## config.mk

```make
export PLATFORM = sky130hd
export DESIGN_NAME = adts_frame_deframer_flat
export DESIGN_NICKNAME = d
export VERILOG_FILES = /design/src/hw/rtl/adts_pkg.sv /design/src/hw/rtl/adts_in_if.sv /design/src/hw/rtl/adts_out_if.sv /design/src/hw/rtl/adts_frame_deframer.sv /design/src/hw/rtl/adts_hdr_check.sv /design/src/flat_wrapper.sv
export SDC_FILE = /design/constraint.sdc
export NUM_CORES = 1
export LEC_CHECK = 0
export ABC_AREA = 1
export ABC_CLOCK_PERIOD_IN_PS = 5700
export BUFFER_PORTS_ARGS = -buffer_cell sky130_fd_sc_hd__buf_2
export CELL_PAD_IN_SITES_DETAIL_PLACEMENT = 1
export CELL_PAD_IN_SITES_GLOBAL_PLACEMENT = 2
export CORE_UTILIZATION = 42
export CTS_CLUSTER_SIZE = 40
export DETAILED_ROUTE_END_ITERATION = 8
export GPL_TIMING_DRIVEN = 1
export PLACE_DENSITY_LB_ADDON = 0.1
export SLEW_MARGIN = 20
export SYNTH_ARGS = -nofsm -noshare
export SYNTH_HDL_FRONTEND = slang
export SYNTH_HIERARCHICAL = 1
export SYNTH_SLANG_ARGS = --single-unit
```

## constraint.sdc

```tcl
create_clock -name clk -period 5.7 [get_ports clk]
set_input_delay 1.14 -clock clk [delete_from_list [all_inputs] [get_ports clk]]
set_output_delay 1.14 -clock clk [all_outputs]
set_load 0.01 [all_outputs]
```

## src/hw/rtl/adts_pkg.sv

```systemverilog
package adts_pkg;

  localparam int BYTE_W = 8;
  localparam int LEN_W  = 13;
  localparam int HLEN_W = 4;
  localparam int HDR_BYTES = 7;
  localparam int HDR_IDX_W = $clog2(HDR_BYTES);

  // Fixed ADTS header fields.
  localparam logic [BYTE_W-1:0] SYNC_BYTE     = 8'hFF;
  localparam logic [BYTE_W-1:0] SYNC_NIB_MASK = 8'hF0;
  localparam logic [BYTE_W-1:0] PROT_MASK     = 8'h01;
  localparam logic [BYTE_W-1:0] LEN_HI_MASK   = 8'h03;
  localparam logic [BYTE_W-1:0] LEN_LO_MASK   = 8'hE0;

  localparam logic [HLEN_W-1:0] HLEN_NO_CRC = 4'd7;
  localparam logic [HLEN_W-1:0] HLEN_CRC    = 4'd9;

  localparam logic [LEN_W-1:0] MAX_PAYLOAD_RST = 13'd2048;

  typedef logic [BYTE_W-1:0] byte_t;
  typedef logic [HDR_BYTES-1:0][BYTE_W-1:0] hdr_vec_t;

  // Decoded view of a complete header.
  typedef struct packed {
    logic              ok;
    logic              empty;
    logic [LEN_W-1:0]  flen;
    logic [HLEN_W-1:0] hlen;
    logic [LEN_W-1:0]  pay_len;
  } hdr_info_t;

endpackage

```

## src/hw/rtl/adts_in_if.sv

```systemverilog
interface adts_in_if;
  import adts_pkg::*;

  logic  valid;
  logic  ready;
  byte_t in_byte;

  modport source (output valid, output in_byte, input ready);
  modport sink (input valid, input in_byte, output ready);
endinterface

```

## src/hw/rtl/adts_out_if.sv

```systemverilog
interface adts_out_if;
  import adts_pkg::*;

  logic  valid;
  logic  ready;
  byte_t out_byte;
  logic  last;
  logic  unframed;

  modport source (output valid, output out_byte, output last, output unframed, input ready);
  modport sink (input valid, input out_byte, input last, input unframed, output ready);
endinterface

```

## src/hw/rtl/adts_frame_deframer.sv

```systemverilog
// ADTS frame deframer.
// The input channel in_ch carries one byte of an ADTS stream per transfer. The block
// gathers the seven fixed header bytes, checks the sync word and reads the
// protection-absent bit and the frame length. Payload bytes then leave on out_ch,
// cut to the limit written through cfg_we / cfg_wdata, with last on the final byte.
// CRC bytes and payload bytes past the limit are dropped.
// A header with a bad sync word or a too-short length is replayed as seven output
// transfers marked unframed, last on the seventh, and hunting starts over.
// A payload byte taken from in_ch is shown on out_ch in the next cycle, from the output register.
// Throughput is one byte per cycle unless the receiver stalls; beside stalls, the only
// gap is the replay of a bad header, which holds in_ch.ready low after the seventh
// header byte while the store is read out, one entry per cycle barring stalls.
// A single output register sits between the channels: the block keeps taking bytes
// while a result waits, as long as the receiver takes it in the same cycle.
// When the receiver stalls, the output register holds and in_ch.ready drops.
// Reset (rst_n low, synchronous) empties the output register, restarts hunting and
// sets the payload limit to 2048 bytes.
module adts_frame_deframer (
  input  logic                    clk,
  input  logic                    rst_n,
  adts_in_if.sink                 in_ch,
  adts_out_if.source              out_ch,
  input  logic                    cfg_we,
  input  logic [adts_pkg::LEN_W-1:0] cfg_wdata
);
  import adts_pkg::*;

  localparam logic [1:0] PH_HEADER = 2'd0;
  localparam logic [1:0] PH_BODY   = 2'd1;

  localparam logic [HDR_IDX_W-1:0] LAST_HDR_IDX = HDR_IDX_W'(HDR_BYTES - 1);
  localparam logic [LEN_W-1:0]     HDR_BYTES_L  = LEN_W'(HDR_BYTES);

  // Header bytes; written before they are read in every hunt, so no reset.
  byte_t hdr_r [HDR_BYTES];

  logic [1:0]        phase_r, phase_nxt;
  logic [LEN_W-1:0]  cnt_r, cnt_nxt;
  logic [LEN_W-1:0]  flen_r, flen_nxt;
  logic [HLEN_W-1:0] hlen_r, hlen_nxt;
  logic [LEN_W-1:0]  pay_len_r, pay_len_nxt;
  logic [LEN_W-1:0]  max_r;

  logic                 replay_r, replay_nxt;
  logic [HDR_IDX_W-1:0] rp_idx_r, rp_idx_nxt;

  logic  ov_r, ov_nxt;
  byte_t ob_r, ob_nxt;
  logic  ol_r, ol_nxt;
  logic  ou_r, ou_nxt;

  logic                 slot_free;
  logic                 acc;
  logic [HDR_IDX_W-1:0] wr_idx;
  hdr_vec_t             hdr_vec;
  hdr_info_t            info;

  logic [LEN_W-1:0] pos_off;
  logic [LEN_W-1:0] lim;
  logic [LEN_W-1:0] cnt_inc;
  logic             emit;

  assign slot_free   = !ov_r || out_ch.ready;
  assign in_ch.ready = !replay_r && slot_free;
  assign acc         = in_ch.valid && in_ch.ready;

  // Slot for the incoming header byte; a stale count past the header starts over.
  assign wr_idx = (cnt_r >= HDR_BYTES_L) ? '0 : cnt_r[HDR_IDX_W-1:0];

  // The last header byte is checked straight from the input, the rest from the store.
  always_comb begin
    for (int k = 0; k < HDR_BYTES - 1; k++) begin
      hdr_vec[k] = hdr_r[k];
    end
    hdr_vec[HDR_BYTES-1] = in_ch.in_byte;
  end

  adts_hdr_check u_hdr_check (
    .hdr  (hdr_vec),
    .info (info)
  );

  // Body bookkeeping: offset into the payload and the number of bytes to pass.
  assign pos_off = cnt_r - {{(LEN_W-HLEN_W){1'b0}}, hlen_r};
  assign lim     = (pay_len_r > max_r) ? max_r : pay_len_r;
  assign cnt_inc = cnt_r + LEN_W'(1);
  assign emit    = (cnt_r >= {{(LEN_W-HLEN_W){1'b0}}, hlen_r}) && (pos_off < lim);

  always_comb begin
    phase_nxt   = phase_r;
    cnt_nxt     = cnt_r;
    flen_nxt    = flen_r;
    hlen_nxt    = hlen_r;
    pay_len_nxt = pay_len_r;
    replay_nxt  = replay_r;
    rp_idx_nxt  = rp_idx_r;
    ov_nxt      = ov_r && !out_ch.ready;
    ob_nxt      = ob_r;
    ol_nxt      = ol_r;
    ou_nxt      = ou_r;

    if (acc) begin
      if (phase_r != PH_BODY) begin
        if (wr_idx != LAST_HDR_IDX) begin
          cnt_nxt = LEN_W'(wr_idx) + LEN_W'(1);
        end else if (!info.ok) begin
          // Bad header: first replayed byte goes out now, the rest follow.
          cnt_nxt    = '0;
          phase_nxt  = PH_HEADER;
          ov_nxt     = 1'b1;
          ob_nxt     = hdr_r[0];
          ol_nxt     = 1'b0;
          ou_nxt     = 1'b1;
          replay_nxt = 1'b1;
          rp_idx_nxt = HDR_IDX_W'(1);
        end else if (info.empty) begin
          cnt_nxt   = '0;
          phase_nxt = PH_HEADER;
        end else begin
          flen_nxt    = info.flen;
          hlen_nxt    = info.hlen;
          pay_len_nxt = info.pay_len;
          phase_nxt   = PH_BODY;
          cnt_nxt     = HDR_BYTES_L;
        end
      end else begin
        if (emit) begin
          ov_nxt = 1'b1;
          ob_nxt = in_ch.in_byte;
          ol_nxt = ((pos_off + LEN_W'(1)) == lim);
          ou_nxt = 1'b0;
        end
        cnt_nxt = cnt_inc;
        if ((cnt_inc >= flen_r) || (cnt_inc == '0)) begin
          cnt_nxt   = '0;
          phase_nxt = PH_HEADER;
        end
      end
    end else if (replay_r && slot_free) begin
      ov_nxt     = 1'b1;
      ob_nxt     = hdr_r[rp_idx_r];
      ol_nxt     = (rp_idx_r == LAST_HDR_IDX);
      ou_nxt     = 1'b1;
      rp_idx_nxt = rp_idx_r + HDR_IDX_W'(1);
      if (rp_idx_r == LAST_HDR_IDX) begin
        replay_nxt = 1'b0;
      end
    end
  end

  always_ff @(posedge clk) begin
    if (acc && (phase_r != PH_BODY)) begin
      hdr_r[wr_idx] <= in_ch.in_byte;
    end
    ob_r <= ob_nxt;
    ol_r <= ol_nxt;
    ou_r <= ou_nxt;
    pay_len_r <= pay_len_nxt;
    rp_idx_r  <= rp_idx_nxt;
  end

  always_ff @(posedge clk) begin
    if (!rst_n) begin
      phase_r  <= PH_HEADER;
      cnt_r    <= '0;
      flen_r   <= '0;
      hlen_r   <= HLEN_NO_CRC;
      replay_r <= 1'b0;
      ov_r     <= 1'b0;
      max_r    <= MAX_PAYLOAD_RST;
    end else begin
      phase_r  <= phase_nxt;
      cnt_r    <= cnt_nxt;
      flen_r   <= flen_nxt;
      hlen_r   <= hlen_nxt;
      replay_r <= replay_nxt;
      ov_r     <= ov_nxt;
      if (cfg_we) begin
        max_r <= cfg_wdata;
      end
    end
  end

  assign out_ch.valid    = ov_r;
  assign out_ch.out_byte = ob_r;
  assign out_ch.last     = ol_r;
  assign out_ch.unframed = ou_r;
endmodule

```

## src/hw/rtl/adts_hdr_check.sv

```systemverilog
module adts_hdr_check (
  input  adts_pkg::hdr_vec_t  hdr,
  output adts_pkg::hdr_info_t info
);
  import adts_pkg::*;

  logic [LEN_W-1:0]  flen;
  logic [HLEN_W-1:0] hlen;
  logic              sync_ok;

  // Frame length spans bytes 3 to 5 of the header.
  assign flen = {hdr[3][1:0] & LEN_HI_MASK[1:0], hdr[4], hdr[5][7:5] & LEN_LO_MASK[7:5]};
  assign hlen = ((hdr[1] & PROT_MASK) != '0) ? HLEN_NO_CRC : HLEN_CRC;
  assign sync_ok = (hdr[0] == SYNC_BYTE) && ((hdr[1] & SYNC_NIB_MASK) == SYNC_NIB_MASK);

  always_comb begin
    info.flen    = flen;
    info.hlen    = hlen;
    info.ok      = sync_ok && (flen >= {{(LEN_W-HLEN_W){1'b0}}, hlen});
    info.empty   = (flen == {{(LEN_W-HLEN_W){1'b0}}, hlen});
    info.pay_len = flen - {{(LEN_W-HLEN_W){1'b0}}, hlen};
  end
endmodule

```

## src/flat_wrapper.sv

```systemverilog
// flat-port wrapper written by rule: the top's interface ports become plain ports
module adts_frame_deframer_flat import adts_pkg::*;
  (clk, rst_n, cfg_we, cfg_wdata, in_ch_valid, in_ch_in_byte, in_ch_ready, out_ch_valid, out_ch_out_byte, out_ch_last, out_ch_unframed, out_ch_ready);
  adts_in_if in_ch_i ();
  adts_out_if out_ch_i ();
  input  logic clk;
  input  logic rst_n;
  input  logic cfg_we;
  input  logic [adts_pkg::LEN_W-1:0] cfg_wdata;
  input wire logic [$bits(in_ch_i.valid)-1:0] in_ch_valid;
  input wire logic [$bits(in_ch_i.in_byte)-1:0] in_ch_in_byte;
  output wire logic [$bits(in_ch_i.ready)-1:0] in_ch_ready;
  output wire logic [$bits(out_ch_i.valid)-1:0] out_ch_valid;
  output wire logic [$bits(out_ch_i.out_byte)-1:0] out_ch_out_byte;
  output wire logic [$bits(out_ch_i.last)-1:0] out_ch_last;
  output wire logic [$bits(out_ch_i.unframed)-1:0] out_ch_unframed;
  input wire logic [$bits(out_ch_i.ready)-1:0] out_ch_ready;
  assign in_ch_i.valid = in_ch_valid;
  assign in_ch_i.in_byte = in_ch_in_byte;
  assign in_ch_ready = in_ch_i.ready;
  assign out_ch_valid = out_ch_i.valid;
  assign out_ch_out_byte = out_ch_i.out_byte;
  assign out_ch_last = out_ch_i.last;
  assign out_ch_unframed = out_ch_i.unframed;
  assign out_ch_i.ready = out_ch_ready;
  adts_frame_deframer u_core (.clk(clk), .rst_n(rst_n), .in_ch(in_ch_i), .out_ch(out_ch_i), .cfg_we(cfg_we), .cfg_wdata(cfg_wdata));
endmodule
```

==> results of run 1 <==
area by class of cell:
type	count	area [sq um]	share of cell area [%]
Timing Repair Buffer	45	245	2.57
Clock inverter	15	199	2.09
Tap cell	265	332	3.48
Clock buffer	17	425	4.46
Multi-Input combinational cell	700	4130	43.3
Sequential cell	139	3680	38.7
Inverter	135	514	5.40
final timing paths:
kind,cells past startpoint,slack [ns],from,to
max,14,1.69,u_core/pay_len_r[10]$_DFFE_PP_,u_core/out_ch.out_byte[5]$_DFFE_PP_
min,2,0.47,u_core/replay_r$_SDFFE_PN0P_,u_core/replay_r$_SDFFE_PN0P_
max reg2reg,14,1.69,u_core/pay_len_r[10]$_DFFE_PP_,u_core/out_ch.out_byte[5]$_DFFE_PP_
min reg2reg,2,0.47,u_core/replay_r$_SDFFE_PN0P_,u_core/replay_r$_SDFFE_PN0P_
placed cells by master (no fill, tap or decap), types with 16 or more instances in the layout:
cell,count
ha_1,53
nand4_1,16
a21oi_1,52
mux2i_1,16
nand3_1,77
nor2_1,95
o221ai_1,17
dfxtp_1,49
nand2_1,186
inv_1,125
buf_2,37
o21ai_0,53
clkbuf_16,17
edfxtp_1,90
cell families after synthesis:
| kind of cell | after synthesis | share of synthesized area (%) |
|---|---|---|
| AO/OA/AOI/OAI | 170 | 12.4 |
| XOR/XNOR | 18 | 1.84 |
| adder cells (fa/ha/maj) | 55 | 8.20 |
| buffers and inverters | 182 | 9.28 |
| flip-flops | 139 | 42.9 |
| multiplexers | 16 | 1.87 |
| other | 2 | 0.0876 |
| AND/OR/NAND/NOR | 432 | 23.4 |
sequential cells by signal, summed over array words and instances (netlist names), named ones only:
signal                  count
u_core/replay_r             1
u_core/flen_r              13
u_core/max_r               13
u_core/out_ch.valid         1
u_core/hdr_r               64
u_core/rp_idx_r             3
u_core/out_ch.unframed      1
u_core/hlen_r               4
u_core/out_ch.last          1
u_core/cnt_r               13
u_core/phase_r              1
u_core/pay_len_r           13
u_core/out_ch.out_byte      8
power breakdown:
| group | leakage (nW) | internal [mW] | switching (mW) | total, mW |
|---|---|---|---|---|
| logic | 2.67 | 0.133 | 0.258 | 0.390 |
| clock network | 0.303 | 0.670 | 0.494 | 1.16 |
| registers | 1.22 | 1.13 | 0.0469 | 1.17 |
worst min-delay path, delay by kind of cell (launching register included):
kind	cells	cell delay (ns)
AOI/OAI and AO/OA	1	0.06
DFF	1	0.31
buffers and inverters	1	0.06
metal layers:
metal / up-vias / routed length (um)
li1: 3471 / -
met1: 3401 / 10500
met2: 127 / 12500
met3: 42 / 825
met4: 0 / 645
met5: - / 0
==> flow_summary.ini, run 1 <==
[timing]
tns_ns = 0
finalHoldViolCount = 0
post-route-min-period_ns = 4.01
post-route-period-util_pct = 70.4
setup_viol = 0
hold_ws_ns = 0.475
slew_viol_final = 0
setup_slack_ns = 1.69
rsz0062_at_grt = no
max_slew.worst_pin.slew_ns = 1.08
clock_skew_ns = 0.0133
max_freq_mhz = 249
maxSlewHeadroom_pct = 27.9

[placement]
place.detailed.hpwl_um = 18300
dp_cells = 1284
placed_area_sq_um = 8900
place_ws_ns = 1.35
routabilityCongestion = 0.837
port_buffers = 37

[drt]
drt-total-wl_um = 24500
initialDrtViolationCount = 315
vias = 7041
dr.pass1.iters = 4
drc = 0
vias_per_cell = 5.35
antenna_left = 0
post_drt_wl_per_cell_um = 18.6

[critical_path]
worstPathArrival_ns = 4.06
slowest_stage = a31oi_2
critical_path.max_stage_delay_ns = 0.64
path_max_fanout = 25
cpLargestDelayFamily = simple AND/OR/NAND/NOR gates
critPathCaptureType = flip-flop
cp.required_ns = 5.75
critical_path_class = reg -> reg
cp_cell_sequence = ha_1, nand2_1, nor3_2, nand4_2, nand2_2, nand2_1, o21ai_1, inv_1, ha_1, a21oi_1, o221ai_1, nand3_1, nand4_1, a31oi_2
critPathBufInv = 1
cp-start-kind = flip-flop

[die]
core.rowCount = 51
pin_count = 38
core_area_sq_um = 19700
die_x_um = 145
dieArea_sq_um = 21000
start_util_pct = 43.5
fp.dieH_um = 145

[global_routing]
grt_use_total_pct = 24.3
met1_usage_pct = 29.4
gr-total-overflow = 0
busiest_layer = met2
grt_max_degree = 34
grt_pass1_vias = 7279
use_met2_pct = 43.4
antenna_found_initial = 0
grt_pass1_wl_um = 39300
grtUsageMet3_pct = 3.21

[flow_run]
drv_cap = 0

[synth]
synth_warnings = 6
synth_edf_count = 90
avgSynthCellArea_sq_um = 8.46
synth_area_leaders = edfxtp_1 32%, dfxtp_1 11%, nand2_1 8.1%
synth.most_common_cell = nand2_1
syn_area_sq_um = 8580
synth_commonest_cells = 186 x nand2_1, 125 x inv_1, 95 x nor2_1
yosysSeqAreaShare_pct = 42.9
synthCells = 1014
synth_flop_cell = edfxtp_1
ys_async_sr_fraction_pct = 0
synth_cell_types = 50
synth_top_cell_by_area = edfxtp_1
yosysTopAreaCellShare_pct = 31.5
ys_seq_elements = 139

[outcome]
outcome = finished, final reports clean

[clock_tree]
cts.clk_slew.worst_paths_ns = 0.07
clock_latency_ns = 0.43
clock-sinks = 139
cts_resized = 0
h-tree-depth = 4
ctsHoldBuffers = 0
cts_tree = done
root_buffer = clkbuf_16
post_cts_buffers = 0
cts_buffers = 17
cts_buffer_depth = 2

[min_path]
min_path_type = reg -> reg

[cells_and_area]
postLayoutCoreUtil_pct = 48.3
layout.cells.non_filler = 1316
num-fill-cells = 2364
synthToLayoutAreaGrowth_pct = 11.1
drive_gt1_share_pct = 13.3
nets = 1119
final_cell_area_sq_um = 9530
diodes = 0

[pwr]
vdd_drop_max_v = 0.000204
finalPower_mw = 2.73
p_per_area_nw_per_um2 = 286
total_leakage_power_nw = 4.20
(Power assumes the default switching activity.)
==> run 2, diff against run 1 <==
Settings changed: ABC_CLOCK_PERIOD_IN_PS 5700 to 4070, CORE_UTILIZATION 42 to 39.
Clock period 5.7 ns to 4.07 ns, I/O delays scaled along.
==> flow_summary.ini, run 2 (same netlist as run 1, synthesis figures left out) <==
[outcome]
outcome = finished, final reports clean

[placement]
place.detailed.hpwl_um = 18800
routabilityCongestion = 0.818
port_buffers = 37

[timing]
clock_skew_ns = 0.0136
max_slew.worst_pin.slew_ns = 0.962
tns_ns = 0
rsz0062_at_grt = no
finalHoldViolCount = 0
max_freq_mhz = 269
maxSlewHeadroom_pct = 35.6
post-route-min-period_ns = 3.71
post-route-period-util_pct = 91.2
setup_viol = 0
slew_viol_final = 0

[flow_run]
drv_cap = 0

[drt]
antenna_left = 0
initialDrtViolationCount = 223
post_drt_wl_per_cell_um = 18.9
dr.pass1.iters = 4
vias = 6965
vias_per_cell = 5.23
drt-total-wl_um = 25200
drc = 0

[cells_and_area]
drive_gt1_share_pct = 13.9
synthToLayoutAreaGrowth_pct = 11.6
num-fill-cells = 2554
largest_reg_flops = 64
layout_commonest_cell = nand2_1
nets = 1125
regMostFlops = u_core/hdr_r
diodes = 0
layout_common_cells = 186 x nand2_1, 125 x inv_1, 95 x nor2_1

[die]
die_x_um = 150
core_area_sq_um = 21300
dieArea_sq_um = 22600
start_util_pct = 40.3
pin_count = 38
fp.dieH_um = 150
core.rowCount = 53

[critical_path]
ff2ff_path_depth = 18
crit_end = u_core/out_ch.out_byte[0]$_DFFE_PP_
worstPathArrival_ns = 3.83
critical_path_class = reg -> reg
cp-startpoint = u_core/cnt_r[0]$_SDFFE_PN0P_
cp.required_ns = 4.19
path_max_fanout = 10
r2r_end = u_core/out_ch.out_byte[0]$_DFFE_PP_
critPathCaptureType = flip-flop
rrSetupSlack_ns = 0.36
cp-start-kind = flip-flop
r2r_start = u_core/cnt_r[0]$_SDFFE_PN0P_

[global_routing]
grt_pass1_wl_um = 39800
gr-total-overflow = 0
grt_pass1_vias = 7358
grt_max_degree = 33
grt_use_total_pct = 23.6
antenna_found_initial = 0

[min_path]
min_path_type = reg -> reg
holdCritStartpoint = u_core/replay_r$_SDFFE_PN0P_

[clock_tree]
ctsHoldBuffers = 0
root_buffer = clkbuf_16
cts_buffer_depth = 2
cts_resized = 0
cts.clk_slew.worst_paths_ns = 0.07
cts_tree = done
clock-sinks = 139
h-tree-depth = 4
cts_buffers = 17
clock_latency_ns = 0.43
post_cts_buffers = 0

[pwr]
p_per_area_nw_per_um2 = 396
total_leakage_power_nw = 4.22
vdd_drop_max_v = 0.000302
finalPower_mw = 3.78
==> run 2: cell types whose count changed in the layout (fill, tap and decap cells not counted), moves of 2 or more <==
cell,previous run,this run
bufinv_16,2,0
buf_4,8,14
dfxtp_1,49,47
dfxtp_2,0,2
inv_6,5,1
clkinv_4,1,4
inv_8,3,6
==> run 2: worst min path at each step <==
stage | slack (ns) | to | cells past startpoint
6_report | 0.47 | u_core/replay_r$_SDFFE_PN0P_ | 2
5_1_grt | 0.50 | u_core/hlen_r[0]$_SDFFE_PN1P_ | 2
4_1_cts | 0.47 | u_core/hlen_r[0]$_SDFFE_PN1P_ | 2
3_5_place_dp | 0.46 | u_core/hlen_r[0]$_SDFFE_PN1P_ | 2
3_3_place_gp | 0.45 | u_core/hlen_r[0]$_SDFFE_PN1P_ | 2
2_1_floorplan | 0.43 | u_core/hlen_r[0]$_SDFFE_PN1P_ | 2
==> run 2: critical path: stages (launching register included) <==
cell and delay, ns:
dfxtp_2 0.37, inv_1 0.12, ha_1 0.16, inv_1 0.07, fa_1 0.42, nand2_1 0.13
nor2_2 0.07, nor2_2 0.17, nand2_1 0.11, inv_1 0.09, nand2_1 0.06, xor2_1 0.31
ha_1 0.32, a21oi_1 0.14, o21ai_0 0.09, a21oi_1 0.13, nand4_1 0.23, a31oi_1 0.20
buf_4 0.22
==> run 2: cell type report <==
class / instances / area (sq um) / area share, %
multi-input combinational: 700 / 4120 / 43.1
timing repair buffer: 51 / 290 / 3.03
sequential: 139 / 3690 / 38.5
clock buffer: 17 / 425 / 4.45
tap: 275 / 344 / 3.60
inverter: 135 / 514 / 5.37
clock inverter: 15 / 184 / 1.92
==> run 2: where the power goes <==
part / total, mW / switching [mW] / leakage (nW) / internal (mW)
registers: 1.66 / 0.0777 / 1.22 / 1.58
clock network: 1.58 / 0.745 / 0.298 / 0.838
logic: 0.545 / 0.353 / 2.70 / 0.192
total: 3.78 / 1.18 / 4.22 / 2.61
==> run 2: per-layer routing <==
metal,part of all wire (%),vias up,GRT usage (%)
met2,52,86,43.4
li1,-,3486,-
met1,44,3366,28.5
met5,0,-,0
met3,2.1,27,2.36
met4,1.8,0,8.18
==> run 2: metrics by stage <==
| step | hold WS (ns) | utilization, % | std cells | instance area [sq um] | setup WS, ns |
|---|---|---|---|---|---|
| final | 0.473 | 44.9 | 1332 | 9570 | 0.357 |
| after CTS | 0.472 | 44.9 | 1332 | 9570 | 0.280 |
| after floorplan | 0.433 | - | 1021 | 8600 | 0.714 |
| after global placement | 0.446 | 42.1 | 1300 | 8960 | 0.320 |
| after global routing | 0.495 | 44.9 | 1332 | 9570 | 0.0261 |
| after detailed placement | 0.455 | 42.1 | 1300 | 8960 | 0.298 |
==> run 3, diff against run 2 <==
Settings changed: ABC_AREA 1 to default, CORE_UTILIZATION 39 to 42.
==> flow_summary.ini, run 3 <==
[critical_path]
crit_end = u_core/out_ch.out_byte[4]$_DFFE_PP_
r2r_start = u_core/pay_len_r[10]$_DFFE_PP_
critical_path_class = reg -> reg
worstPathArrival_ns = 4.23
cp-start-kind = flip-flop
rrSetupSlack_ns = -0.02
path_max_fanout = 8
cpMostUsedCell = buf_4
ff2ff_path_depth = 18
r2r_end = u_core/out_ch.out_byte[4]$_DFFE_PP_
cp-startpoint = u_core/pay_len_r[10]$_DFFE_PP_
cp.required_ns = 4.21
critical_path.max_stage_delay_ns = 0.45
cp_cell_sequence = ha_4, nand4_1, buf_4, o221a_4, a21oi_4, buf_4, mux2_2, inv_1, ha_1, a21oi_1, nor2b_1, o21ai_1, nand4b_1, a41o_1, a31oi_2, o21ai_2, a21oi_2, buf_12
slowest_stage = edfxtp_1
critPathCaptureType = flip-flop

[timing]
rsz0062_at_grt = yes
post-route-period-util_pct = 100
maxSlewHeadroom_pct = 40.7
hold_ws_ns = 0.459
max_slew.worst_pin.slew_ns = 0.889
setup_viol = 10
post-route-min-period_ns = 4.09
slew_viol_final = 0
clock_skew_ns = 0.0121
setup_slack_ns = -0.0199
finalHoldViolCount = 0
max_freq_mhz = 245

[die]
dieArea_sq_um = 20600
core_area_sq_um = 19500
die_x_um = 143
pin_count = 38
core.rowCount = 51
start_util_pct = 43.0
fp.dieH_um = 143

[synth]
synthCells = 800
synth_commonest_cells = 90 x edfxtp_1, 74 x nand2_1, 53 x ha_1
synth_flop_cell = edfxtp_1
synth_area_leaders = edfxtp_1 32%, dfxtp_1 12%, ha_1 7.9%
syn_area_sq_um = 8410
yosysTopAreaCellShare_pct = 32.2
synth.most_common_cell = edfxtp_1
ys_seq_elements = 139
synth_cell_types = 73
avgSynthCellArea_sq_um = 10.5
synth_warnings = 6
synth_top_cell_by_area = edfxtp_1
synth_edf_count = 90
ys_async_sr_fraction_pct = 0
yosysSeqAreaShare_pct = 43.8

[cells_and_area]
final_cell_area_sq_um = 9920
nets = 962
synthToLayoutAreaGrowth_pct = 18.0
drive_gt1_share_pct = 22.3
layout.cells.non_filler = 1159
largest_reg_flops = 64
num-fill-cells = 2163
regMostFlops = u_core/hdr_r
diodes = 0
layout_commonest_cell = edfxtp_1
layout_common_cells = 90 x edfxtp_1, 74 x nand2_1, 69 x buf_4

[global_routing]
antenna_found_initial = 0
gr-total-overflow = 0
grt_pass1_wl_um = 38400
grt_use_total_pct = 25.3
grt_pass1_vias = 6863
grt_max_degree = 52

[pwr]
vdd_drop_max_v = 0.000473
p_per_area_nw_per_um2 = 347
finalPower_mw = 3.44
total_leakage_power_nw = 3.73

[drt]
initialDrtViolationCount = 359
drc = 0
vias_per_cell = 5.60
vias = 6488
dr.pass1.iters = 4
drt-total-wl_um = 24600
post_drt_wl_per_cell_um = 21.3
antenna_left = 0

[clock_tree]
cts_tree = done
root_buffer = clkbuf_16
h-tree-depth = 4
clock-sinks = 139
ctsHoldBuffers = 0
cts_buffers = 17
cts.clk_slew.worst_paths_ns = 0.07
cts_buffer_depth = 2
clock_latency_ns = 0.43

[outcome]
outcome = finished, violations left
violations = negative setup slack

[flow_run]
drv_cap = 0

[placement]
placed_area_sq_um = 9190
routabilityCongestion = 0.885
port_buffers = 37
place.detailed.hpwl_um = 18600
dp_cells = 1121

[min_path]
min_path_type = reg -> reg
-- run 3: cell families after synthesis --
logic type	synth area share (%)
xor gates and xnor gates	5.25
buffers and inverters	5.46
and+or+nand+nor	17.2
muxes	7.89
adders and majority gates	8.37
AOI/OAI and AO/OA	11.9
DFF	43.8
other	0.0893
-- run 3: stage by stage --
step	worst slack (ns)	TNS [ns]	util (%)
floorplan	0.0969	0	-
global placement	-0.0765	-0.746	47.1
detailed placement	-0.0744	-0.738	47.1
CTS	0.0170	0	50.4
global route	-0.190	-1.86	50.8
finish	-0.0199	-0.147	50.8
-- run 3: how the worst min path moves through the flow --
stage	startpoint	to	slack, ns	cells past startpoint
after floorplan	u_core/flen_r[10]$_SDFFE_PN0P_	u_core/flen_r[10]$_SDFFE_PN0P_	0.43	2
after global placement	u_core/flen_r[6]$_SDFFE_PN0P_	u_core/flen_r[6]$_SDFFE_PN0P_	0.44	2
after detailed placement	u_core/flen_r[4]$_SDFFE_PN0P_	u_core/flen_r[4]$_SDFFE_PN0P_	0.45	2
after CTS	u_core/flen_r[4]$_SDFFE_PN0P_	u_core/flen_r[4]$_SDFFE_PN0P_	0.46	2
after global routing	u_core/flen_r[4]$_SDFFE_PN0P_	u_core/flen_r[4]$_SDFFE_PN0P_	0.48	2
final	u_core/flen_r[7]$_SDFFE_PN0P_	u_core/flen_r[7]$_SDFFE_PN0P_	0.46	2
-- run 3: cell type report --
| cell class | count | area [sq um] | share of cell area (%) |
|---|---|---|---|
| Multi-Input combinational cell | 564 | 4370 | 44.1 |
| Tap cell | 265 | 332 | 3.34 |
| Inverter | 52 | 195 | 1.97 |
| Clock inverter | 15 | 189 | 1.90 |
| Sequential cell | 139 | 3680 | 37.1 |
| Timing Repair Buffer | 107 | 723 | 7.29 |
| Clock buffer | 17 | 425 | 4.29 |
-- run 3: power breakdown --
| part | switching (mW) | internal, mW | total (mW) |
|---|---|---|---|
| Combinational | 0.174 | 0.136 | 0.311 |
| Sequential | 0.0177 | 1.53 | 1.55 |
| Clock | 0.746 | 0.839 | 1.58 |
| Total | 0.938 | 2.50 | 3.44 |
-- run 3: critical path, delay by kind of cell (launching register included) --
kind	cells	cell delay (ns)
simple gates	3	0.36
buf+inv	4	0.60
flops	1	0.45
fa+ha+maj	2	0.55
compound gates	8	1.48
mux	1	0.36
-- run 3: layer usage --
metal / vias to the layer above / GRT usage [%] / share of wire (%)
met4: 0 / 7.95 / 2.1
met3: 37 / 3.67 / 2.5
li1: 3061 / - / -
met1: 3289 / 32.0 / 44
met5: - / 0 / 0
met2: 101 / 44.4 / 51
-- run 3: repair_timing --
item / CTS / global route
endpoints found under the hold margin: 0 / 0
pin swaps: 5 / 8
buffers inserted: 3 / 3
gates resized for setup: 3 / 10
setup endpoints to repair: 10 / 20
